==> config.mk <==
export PLATFORM = sky130hd
export DESIGN_NAME = dmsc_collect
export DESIGN_NICKNAME = d
export VERILOG_FILES = /design/src/hdl/dmsc_pkg.sv /design/src/hdl/dmsc_collect.sv
export SDC_FILE = /design/constraint.sdc
export NUM_CORES = 1
export LEC_CHECK = 0
export BUFFER_PORTS_ARGS = -buffer_cell sky130_fd_sc_hd__buf_2
export CAP_MARGIN = 40
export CORE_UTILIZATION = 40
export DETAILED_ROUTE_END_ITERATION = 16
export PLACE_DENSITY_LB_ADDON = 0.3
export SLEW_MARGIN = 25
export SYNTH_ARGS = -nofsm -noshare
export SYNTH_HDL_FRONTEND = slang
export SYNTH_SLANG_ARGS = --single-unit
==> constraint.sdc <==
create_clock -name i_clk -period 5.5 [get_ports i_clk]
set_input_delay 1.1 -clock i_clk [delete_from_list [all_inputs] [get_ports i_clk]]
set_output_delay 1.1 -clock i_clk [all_outputs]
set_load 0.01 [all_outputs]
==> src/hdl/dmsc_pkg.sv <==
// ----------------------------------------------------------------------------
// dmsc_pkg
// Shared constants and command types for the direct-mapped string cache.
// ----------------------------------------------------------------------------
package dmsc_pkg;

    localparam int HASH_SEED  = 5381;
    localparam int HASH_SHIFT = 5;

    typedef enum logic [1:0] {
        OUT_HIT    = 2'd0,
        OUT_MISS   = 2'd1,
        OUT_BYPASS = 2'd2
    } t_outcome;

    // control from the sequencer to the string collector
    typedef struct packed {
        logic take;     // accepted item carries a byte
        logic restart;  // string finished, return hash and count to start
        logic rd_en;    // read the incoming buffer
    } t_collect_cmd;

    // control from the sequencer to the entry store
    typedef struct packed {
        logic len_rd;
        logic len_wr;
        logic txt_rd;
        logic txt_wr;
    } t_entry_cmd;

endpackage

==> src/hdl/dmsc_collect.sv <==
// ----------------------------------------------------------------------------
// dmsc_collect
// Streams string bytes: djb2 hash (low slot bits), byte count and the
// incoming byte buffer with one registered read port.
// ----------------------------------------------------------------------------
module dmsc_collect #(
    parameter int SLOTS   = 64,
    parameter int MAX_LEN = 32,
    localparam int SW = $clog2(SLOTS),
    localparam int CW = $clog2(MAX_LEN + 2),
    localparam int IW = (MAX_LEN > 1) ? $clog2(MAX_LEN) : 1
) (
    input  logic                   i_clk,
    input  logic                   i_rst_n,
    input  dmsc_pkg::t_collect_cmd i_cmd,
    input  logic [7:0]             i_data_byte,
    input  logic [IW-1:0]          i_rd_idx,
    output logic [7:0]             o_rd_byte,
    output logic [SW-1:0]          o_hash,
    output logic [CW-1:0]          o_count
);
    import dmsc_pkg::*;

    localparam logic [SW-1:0] HASH_INIT = SW'(HASH_SEED % SLOTS);

    logic [SW-1:0] r_hash;
    logic [SW-1:0] n_hash;
    logic [CW-1:0] r_count;
    logic          w_room;
    logic [7:0]    r_buf [MAX_LEN];
    logic [7:0]    r_rd_byte;

    assign w_room = (r_count < CW'(MAX_LEN));
    assign n_hash = r_hash + (r_hash << HASH_SHIFT) + SW'(i_data_byte);

    always_ff @(posedge i_clk) begin
        if (!i_rst_n) begin
            r_hash  <= HASH_INIT;
            r_count <= '0;
        end else if (i_cmd.restart) begin
            r_hash  <= HASH_INIT;
            r_count <= '0;
        end else if (i_cmd.take) begin
            if (w_room) begin
                r_hash  <= n_hash;
                r_count <= r_count + CW'(1);
            end else begin
                r_count <= CW'(MAX_LEN + 1);
            end
        end
    end

    always_ff @(posedge i_clk) begin
        if (i_cmd.take && w_room) begin
            r_buf[r_count[IW-1:0]] <= i_data_byte;
        end
        if (i_cmd.rd_en) begin
            r_rd_byte <= r_buf[i_rd_idx];
        end
    end

    assign o_rd_byte = r_rd_byte;
    assign o_hash    = r_hash;
    assign o_count   = r_count;

endmodule

Word-level counts from Yosys, hierarchy flattened
Memory sizes are Yosys's and may differ from the RTL's. A register that Yosys moved wholly into a read port is not among the register bits.
Index checks and enable logic that the tools add are counted.
{"block": "totals", "regBits": 12, "ramBits": 256, "in_bits": 18, "out_inout_bits": 20, "elab_cells": 14, "n_memories": 1}
{"memory": "r_buf", "depth": 32, "word_bits": 8, "rd": 1, "rd_clocked_by_memory_dff": 1, "write_ports": 1, "line": "dmsc_collect.sv:30", "rtl": "logic [7:0] r_buf [MAX_LEN];"}
{"block": "op_classes", "add_sub_neg": 3, "order_cmp": 1, "muxes": 3, "bitwise": 1, "n_reduce_logical": 3}
{"cell": "$add A6 B6 Y6", "count": 2}
{"cell": "$add A6 B1 Y6 const B", "count": 1}
{"cell": "$lt A6 B6 Y1 const B", "count": 1}
{"cell": "$mux W6", "count": 1}
{"cell": "$mux W1", "count": 2}
{"cell": "$reduce_and A2 Y1", "count": 1}
{"cell": "$reduce_or A2 Y1", "count": 1}
{"cell": "$logic_and A1 B1 Y1", "count": 1}
{"cell": "$not A1 Y1", "count": 1}

Logic depth before layout (Yosys ltp)
Gate-level depths: netlist of the first run.
{"block": "depth", "depth_word": 4, "mapped_depth": 9}

Worst setup path before layout of the first run
No wires, ideal clock.
{"block": "synth_timing", "path_kind": "input -> register", "start": "in i_rd_idx[2]", "end": "reg r_rd_byte[0], in the netlist o_rd_byte[0] (read register of r_buf) (data pin)", "setup_ns": 0.260, "t_arrival_ns": 2.782, "required_time_ns": 5.240, "setup_slack_ns": 2.458, "stages": 5, "cell_sequence": "clkbuf_1 clkbuf_1 mux4_2 mux4_2 mux2_2"}
{"element": "start: declaration", "line": "dmsc_collect.sv:17", "rtl": "input logic [IW-1:0] i_rd_idx,"}
{"element": "end: declaration", "line": "dmsc_collect.sv:31", "rtl": "logic [7:0] r_rd_byte;"}

==> reports/results.tsv, run 1 <==
metric	value	unit
first-pass GRT wire length	34.3	mm
Synth area leader	edfxtp_1	
final net count	602	
final worst-path setup slack	2310	ps
CP max stage delay	550	ps
post-synthesis cell count	506	
clk root buf	clkbuf_16	
Syn Std Cell Area	0.0109	mm^2
WHS	494	ps
status	finished clean	
pre-CTS WS	1710	ps
via/cell ratio	5.57	
clk slew on worst S/H paths	60	ps
IR drop worst, VDD	0.233	mV
setup violators final	0	
critical path fanouts, max	28	
io pins	38	
FFs w/ async S/R, synth	0	%
Pre-Repair DR Iteration Count	4	
Setup TNS	0	ps
Setup crit end kind	flop	
hold depth	2	
post-route cell area	0.0124	mm^2
Row Count	59	
Reg power frac	54.4	%
RSZ-0062 raised after global routing	no	
Synth cell types	32	
DRC errors left	0	
CP cell instances	buf_4, buf_12, buf_4, mux4_2, mux4_2, mux2_2	
Worst setup SP type	primary input	
Int Power	3.40	mW
Layout Skew	7.17	ps
Core Util, Final	47.0	%
number of routed nets with antenna violations	0	
TritonCTS Sinks	276	
Post-Syn Nets	538	
CTS tree	done	
total power	4.28	mW
die height	167	um
Inserted Diodes	0	
YS warnings	0	
Primary FF master, synth	edfxtp_1	
critical path required time	5770	ps
Post-Syn Area per Cell	21.5	um^2
post-CTS setup buffers	0	
H-tree levels	1	
CTS buffer count	27	
synth-to-layout area growth	13.9	%
area share of the largest cell type after synthesis	72.9	%
initial DRC count	529	
largest net degree at the start of global routing	34	
placed cell area	0.0115	mm^2
Slew headroom	44.8	%
WL/cell	24.7	um
P per Cell Area	345	mW/mm^2
sequential fraction of the synthesis area	75.1	%
grt ovf	0	
fin crit share	58.0	%
list of most frequent post-synthesis cells	edfxtp_1, mux4_2, nor2_1, nand2_1, ha_1	
leakage power	3.99	nW
area of the core	0.0264	mm^2
Clock Latency Late Sink	520	ps
Synth area leaders	edfxtp_1, mux4_2, dfxtp_1	
Peak Freq	313	MHz
P_sw	0.872	mW
max-slew violation count	0	
Non-Filler Instances	924	
EDFF count, synth	264	
Slowest-stage cell, CP	mux4_2	
final hold vios	0	
CTS max path bufs	3	
Total Routing Usage GR	16.8	%
count leader, synth	edfxtp_1	
hold buffers post-CTS	0	
post_cts resized	0	
DIE WIDTH	167	um
Sw Share	20.4	%
initial antenna violation count	0	
Buffers on Ports	37	
synthesized flop and latch total	276	
critical path class	primary input to flop	
layout cells sized above 1	32.1	%
number of max-cap violations	0	
Cells after DPL	871	
Gate power share	5.2	%
Total Wirelength	22.8	mm
Vias	5143	
Die Area	0.0278	mm^2
estimated wirelength of the detail-placed design	14.7	mm
CP Data Arrival Time	3460	ps
min Tclk post-route	3190	ps
Worst-Margin Slew	825	ps
Clk network pwr share	40.4	%
vias in the first global route	5347	
Worst Hold Class	flop to flop	
initial core utilization	41.3	%
worst r2r path cells	3	
gpl congestion	0.816	
==> power by group through the flow <==
stage	Clock (mW)	Combinational, mW	Sequential [mW]
global placement	0	0.214	2.37
CTS	1.76	0.227	2.32
floorplan	0	0.131	2.37
global route	1.84	0.242	2.33
detailed placement	0	0.226	2.37
finish	1.73	0.223	2.32
==> worst max-delay path, delay by kind of cell <==
kind,cells,cell delay (ps)
muxes,3,1300
buffers and inverters,3,1040
==> cell type report <==
| type | instances | area (um^2) |
|---|---|---|
| Fill cell | 2123 | 14000 |
| Sequential cell | 276 | 8170 |
| Multi-Input combinational cell | 200 | 2560 |
| Clock buffer | 30 | 687 |
| Tap cell | 335 | 419 |
| Timing Repair Buffer | 59 | 385 |
| Clock inverter | 18 | 141 |
| Inverter | 6 | 22.5 |
==> layout by cell type, fill, tap and decap left out, types with 2 or more instances in the layout <==
cell	synthesis	routed
edfxtp_1	264	264
mux4_2	80	80
nor2_1	42	41
buf_2	1	36
clkbuf_16	0	27
buf_4	6	20
nand2_1	14	14
ha_1	13	13
dfxtp_1	12	12
a21oi_1	9	9
mux2_2	8	8
clkinv_1	0	7
inv_1	6	6
clkinv_2	0	6
nand2b_1	5	5
nand3_1	4	4
xnor2_1	4	4
nand3b_1	3	3
clkbuf_1	10	3
or3b_2	2	2
or3_1	2	2
a211oi_1	2	2
nor2b_1	2	2
clkinv_4	0	2
bufinv_16	0	2
==> flip-flops by register name, summed over array words and instances (netlist names) <==
name       count
o_hash         6
r_buf        256
o_rd_byte      8
o_count        6
==> cells by family (layout without fill, tap and decap cells) <==
logic type / after synthesis / count (layout) / synth area share (%)
AOI/OAI and AO/OA: 16 / 16 / 0.874
xor gates and xnor gates: 5 / 5 / 0.403
adders and majority gates: 14 / 14 / 1.68
buffers and inverters: 30 / 113 / 1.32
DFF: 276 / 276 / 75.1
muxes: 89 / 89 / 17.5
and+or+nand+nor: 76 / 76 / 3.12
==> routing by layer <==
layer | wire length [um] | GRT usage, % | vias to the layer above | share of wire (%)
met5 | 0 | 0 | - | 0
met4 | 327 | 3.82 | 0 | 1.4
met3 | 1420 | 2.73 | 25 | 6.2
met2 | 10900 | 26.4 | 189 | 48
met1 | 10200 | 24.6 | 2721 | 45
li1 | - | - | 2208 | -
==> final timing paths <==
kind | end | start | slack, ps
hold reg to reg | o_hash[1] | o_hash[1] | 490
setup / recovery | o_rd_byte[0] | i_rd_idx[1] | 2310
hold / removal | o_hash[1] | o_hash[1] | 490
setup reg to reg | r_buf[2][4] | o_count[5] | 3040
Power figures use the tool's default switching activity.
==> inputs of run 2 (changes only) <==
==> constraint.sdc (replaced) <==
create_clock -name i_clk -period 2.8 [get_ports i_clk]
set_input_delay 0.56 -clock i_clk [delete_from_list [all_inputs] [get_ports i_clk]]
set_output_delay 0.56 -clock i_clk [all_outputs]
set_load 0.01 [all_outputs]
==> reports/results.tsv, run 2 (same netlist as run 1, synthesis figures left out) <==
metric	value	unit
largest net degree at the start of global routing	39	
final hold vios	0	
Layout Skew	12.4	ps
CTS tree	done	
initial antenna violation count	0	
setup violators final	0	
Slew headroom	59.7	%
Buffers on Ports	37	
P per Cell Area	681	mW/mm^2
Worst-Margin Slew	605	ps
DRC errors left	0	
CP Data Arrival Time	2720	ps
min Tclk post-route	2260	ps
commonest non-fill, non-tap cells in the layout	edfxtp_1, mux4_2, buf_4	
pre-CTS WS	105	ps
Die Area	0.0278	mm^2
WL/cell	24.8	um
placed cell area	0.0118	mm^2
post-route cell area	0.0127	mm^2
IR drop worst, VDD	0.499	mV
Pre-Repair DR Iteration Count	5	
initial DRC count	462	
Worst setup SP type	flop	
most common cell after layout, fill and taps aside	edfxtp_1	
critical path class	flop to flop	
number of max-cap violations	0	
WHS	272	ps
Setup crit end kind	flop	
Setup TNS	0	ps
Peak Freq	443	MHz
RSZ-0062 raised after global routing	no	
CTS buffer count	29	
Total Routing Usage GR	17.3	%
critical path required time	3260	ps
fin crit share	80.7	%
Core Util, Final	48.1	%
io pins	38	
post-CTS setup buffers	0	
H-tree levels	1	
clk root buf	clkbuf_16	
hold buffers post-CTS	0	
number of routed nets with antenna violations	0	
Inserted Diodes	0	
CTS max path bufs	3	
gpl congestion	0.782	
Total Wirelength	23.6	mm
leakage power	4.17	nW
synth-to-layout area growth	16.5	%
Row Count	59	
final worst-path setup slack	541	ps
initial core utilization	41.3	%
Vias	5277	
status	finished clean	
Worst Hold Class	primary input to flop	
estimated wirelength of the detail-placed design	15.2	mm
critical path fanouts, max	3	
Largest register FFs	256	
Clock Latency Late Sink	530	ps
layout cells sized above 1	34.7	%
grt ovf	0	
die height	167	um
clk slew on worst S/H paths	60	ps
vias in the first global route	5503	
DIE WIDTH	167	um
first-pass GRT wire length	35.2	mm
max-slew violation count	0	
area of the core	0.0264	mm^2
TritonCTS Sinks	276	
final net count	630	
post_cts resized	0	
via/cell ratio	5.55	
## run 2: cell count changes in the layout (fill, tap and decap cells not counted), moves of 2 or more
cell       delta
buf_12        +4
buf_4        +24
clkbuf_1      +2
clkbuf_16     +2
clkinv_4      -2
## run 2: area by class of cell
cell class                 count  area (um^2)
clock buffer                  34          744
inverter                       6         22.5
sequential                   276         8170
fill                        2140        13700
timing repair buffer          85          611
multi-input combinational    200         2560
tap                          335          419
clock inverter                15          145
## run 2: where the power goes
group          total [mW]  internal (mW)  switching, mW
sequential           4.57           4.55         0.0158
clock                3.61           2.15           1.46
combinational       0.449          0.206          0.243
total                8.63           6.91           1.72
## run 2: final timing paths
kind | slack [ps] | start | depth (start not counted) | to
min reg2reg | 490 | o_hash[5] | 2 | o_hash[5]
max reg2reg | 540 | o_hash[1] | 9 | o_hash[5]
min | 270 | i_cmd[1] | 3 | o_hash[0]
max | 540 | o_hash[1] | 9 | o_hash[5]
## run 2: layer usage
layer  vias to the layer above  wire length, um  GRT usage [%]
li1                       2263                -              -
met1                      2799            10300           24.3
met2                       183            11600           28.7
met3                        32             1370           2.47
met4                         0              361           3.78
met5                         -                0              0
## run 2: worst max-delay path: stages, from the launching register on
cell and delay [ps]:
dfxtp_1 350, ha_1 290, ha_1 160, inv_1 60, fa_1 440, nand2b_1 190
a21oi_1 170, xnor2_1 90, or3_1 310, a21oi_1 140
## run 2: stage by stage
step,power [mW],cells
floorplan,4.92,506
global placement,5.10,902
global route,8.89,951
detailed placement,5.11,902
finish,8.63,951
CTS,8.72,951
==> inputs of run 3 (changes only) <==
==> constraint.sdc (replaced) <==
create_clock -name i_clk -period 2.36 [get_ports i_clk]
set_input_delay 0.472 -clock i_clk [delete_from_list [all_inputs] [get_ports i_clk]]
set_output_delay 0.472 -clock i_clk [all_outputs]
set_load 0.01 [all_outputs]
==> reports/results.tsv, run 3 (same netlist as run 1, synthesis figures left out) <==
metric	value	unit
status	finished clean	
Met1 Routed Length	10.1	mm
first-pass GRT wire length	35.2	mm
Clock Latency Late Sink	540	ps
Pre-Repair DR Iteration Count	5	
leakage power	4.18	nW
Worst-Margin Slew	672	ps
CP Data Arrival Time	2660	ps
footprint of the multi-input gates	0.00256	mm^2
setup violators final	0	
initial core utilization	41.3	%
Setup TNS	0	ps
final hold vios	0	
Total Routing Usage GR	17.4	%
die height	167	um
Buffers on Ports	37	
DIE WIDTH	167	um
min Tclk post-route	2190	ps
initial antenna violation count	2	
synth-to-layout area growth	17.1	%
H-tree levels	1	
most common cell after layout, fill and taps aside	edfxtp_1	
TritonCTS Sinks	276	
Row Count	59	
hold buffers post-CTS	0	
number of max-cap violations	0	
max-slew violation count	0	
Buf+Inv Stages, Crit Path	1	
Slew headroom	55.2	%
gpl congestion	0.777	
final net count	628	
Largest register FFs	256	
CTS max path bufs	3	
Cells after DPL	901	
estimated wirelength of the detail-placed design	15.1	mm
layout cells sized above 1	34.9	%
fin crit share	92.9	%
FF+latch area	0.00817	mm^2
CTS buffer count	28	
grt ovf	0	
post_cts resized	0	
critical path fanouts, max	3	
Core Util, Final	48.3	%
total power	10.5	mW
RSZ-0062 raised after global routing	no	
Worst Hold Class	primary input to flop	
io pins	38	
final worst-path setup slack	168	ps
Total Wirelength	23.5	mm
CP cell instances	ha_1, ha_1, inv_1, fa_1, nand2b_1, a21oi_1, xnor2_1, or3_1, a21oi_1	
post-CTS setup buffers	0	
Non-Filler Instances	953	
initial DRC count	488	
# fillers	2066	
Die Area	0.0278	mm^2
CTS tree	done	
Worst setup SP type	flop	
WHS	169	ps
P per Cell Area	822	mW/mm^2
Peak Freq	456	MHz
Setup crit end kind	flop	
critical path required time	2830	ps
number of routed nets with antenna violations	0	
IR drop worst, VDD	0.480	mV
met3 WL	1.80	mm
WL/cell	24.6	um
clk slew on worst S/H paths	60	ps
Vias	5252	
vias in the first global route	5390	
clk root buf	clkbuf_16	
largest net degree at the start of global routing	34	
via/cell ratio	5.51	
WL met2	10.9	mm
pre-CTS WS	-162	ps
CP max stage delay	420	ps
critical path class	flop to flop	
DRC errors left	0	
Slowest-stage cell, CP	fa_1	
placed cell area	0.0118	mm^2
area of the core	0.0264	mm^2
post-route cell area	0.0127	mm^2
commonest non-fill, non-tap cells in the layout	edfxtp_1, mux4_2, nor2_1, buf_4, buf_2	
delay-heaviest family, CP	adder cells	
Max Used Layer	met4	
Layout Skew	22.2	ps
==> run 3: cell count changes in the layout (fill, tap and decap cells not counted), moves of 2 or more <==
cell        previous run  this run
buf_4                 44        42
bufinv_16              3         5
clkinv_2               5         3
clkinvlp_4             1         3
diode_2                0         2
==> run 3: path summary, 6_finish.rpt <==
path | start | to | slack, ps | cells past startpoint
setup / recovery | o_hash[1] | o_hash[5] | 170 | 9
hold / removal | i_data_byte[1] | r_buf[28][1] | 170 | 1
setup reg to reg | o_hash[1] | o_hash[5] | 170 | 9
hold reg to reg | o_hash[4] | o_hash[4] | 480 | 2
==> run 3: report_power, final <==
part / total [mW] / switching (mW) / internal [mW]
Clock: 4.50 / 1.78 / 2.72
Sequential: 5.42 / 0.0188 / 5.40
Combinational: 0.547 / 0.301 / 0.246
Total: 10.5 / 2.10 / 8.36
==> run 3: area by class of cell <==
type                       count  share of cell area [%]
antenna                        2                  0.0393
clock buffer                  32                    5.62
clock inverter                18                    1.78
inverter                       6                   0.177
multi-input combinational    200                    20.1
sequential                   276                    64.1
tap                          335                    3.29
timing repair buffer          84                    4.83
==> run 3: routing by layer <==
layer | global-route usage [%] | vias to the layer above
met1 | 25.2 | 2734
met3 | 2.99 | 38
met4 | 5.31 | 0
met2 | 27.1 | 213
met5 | 0 | -
li1 | - | 2267
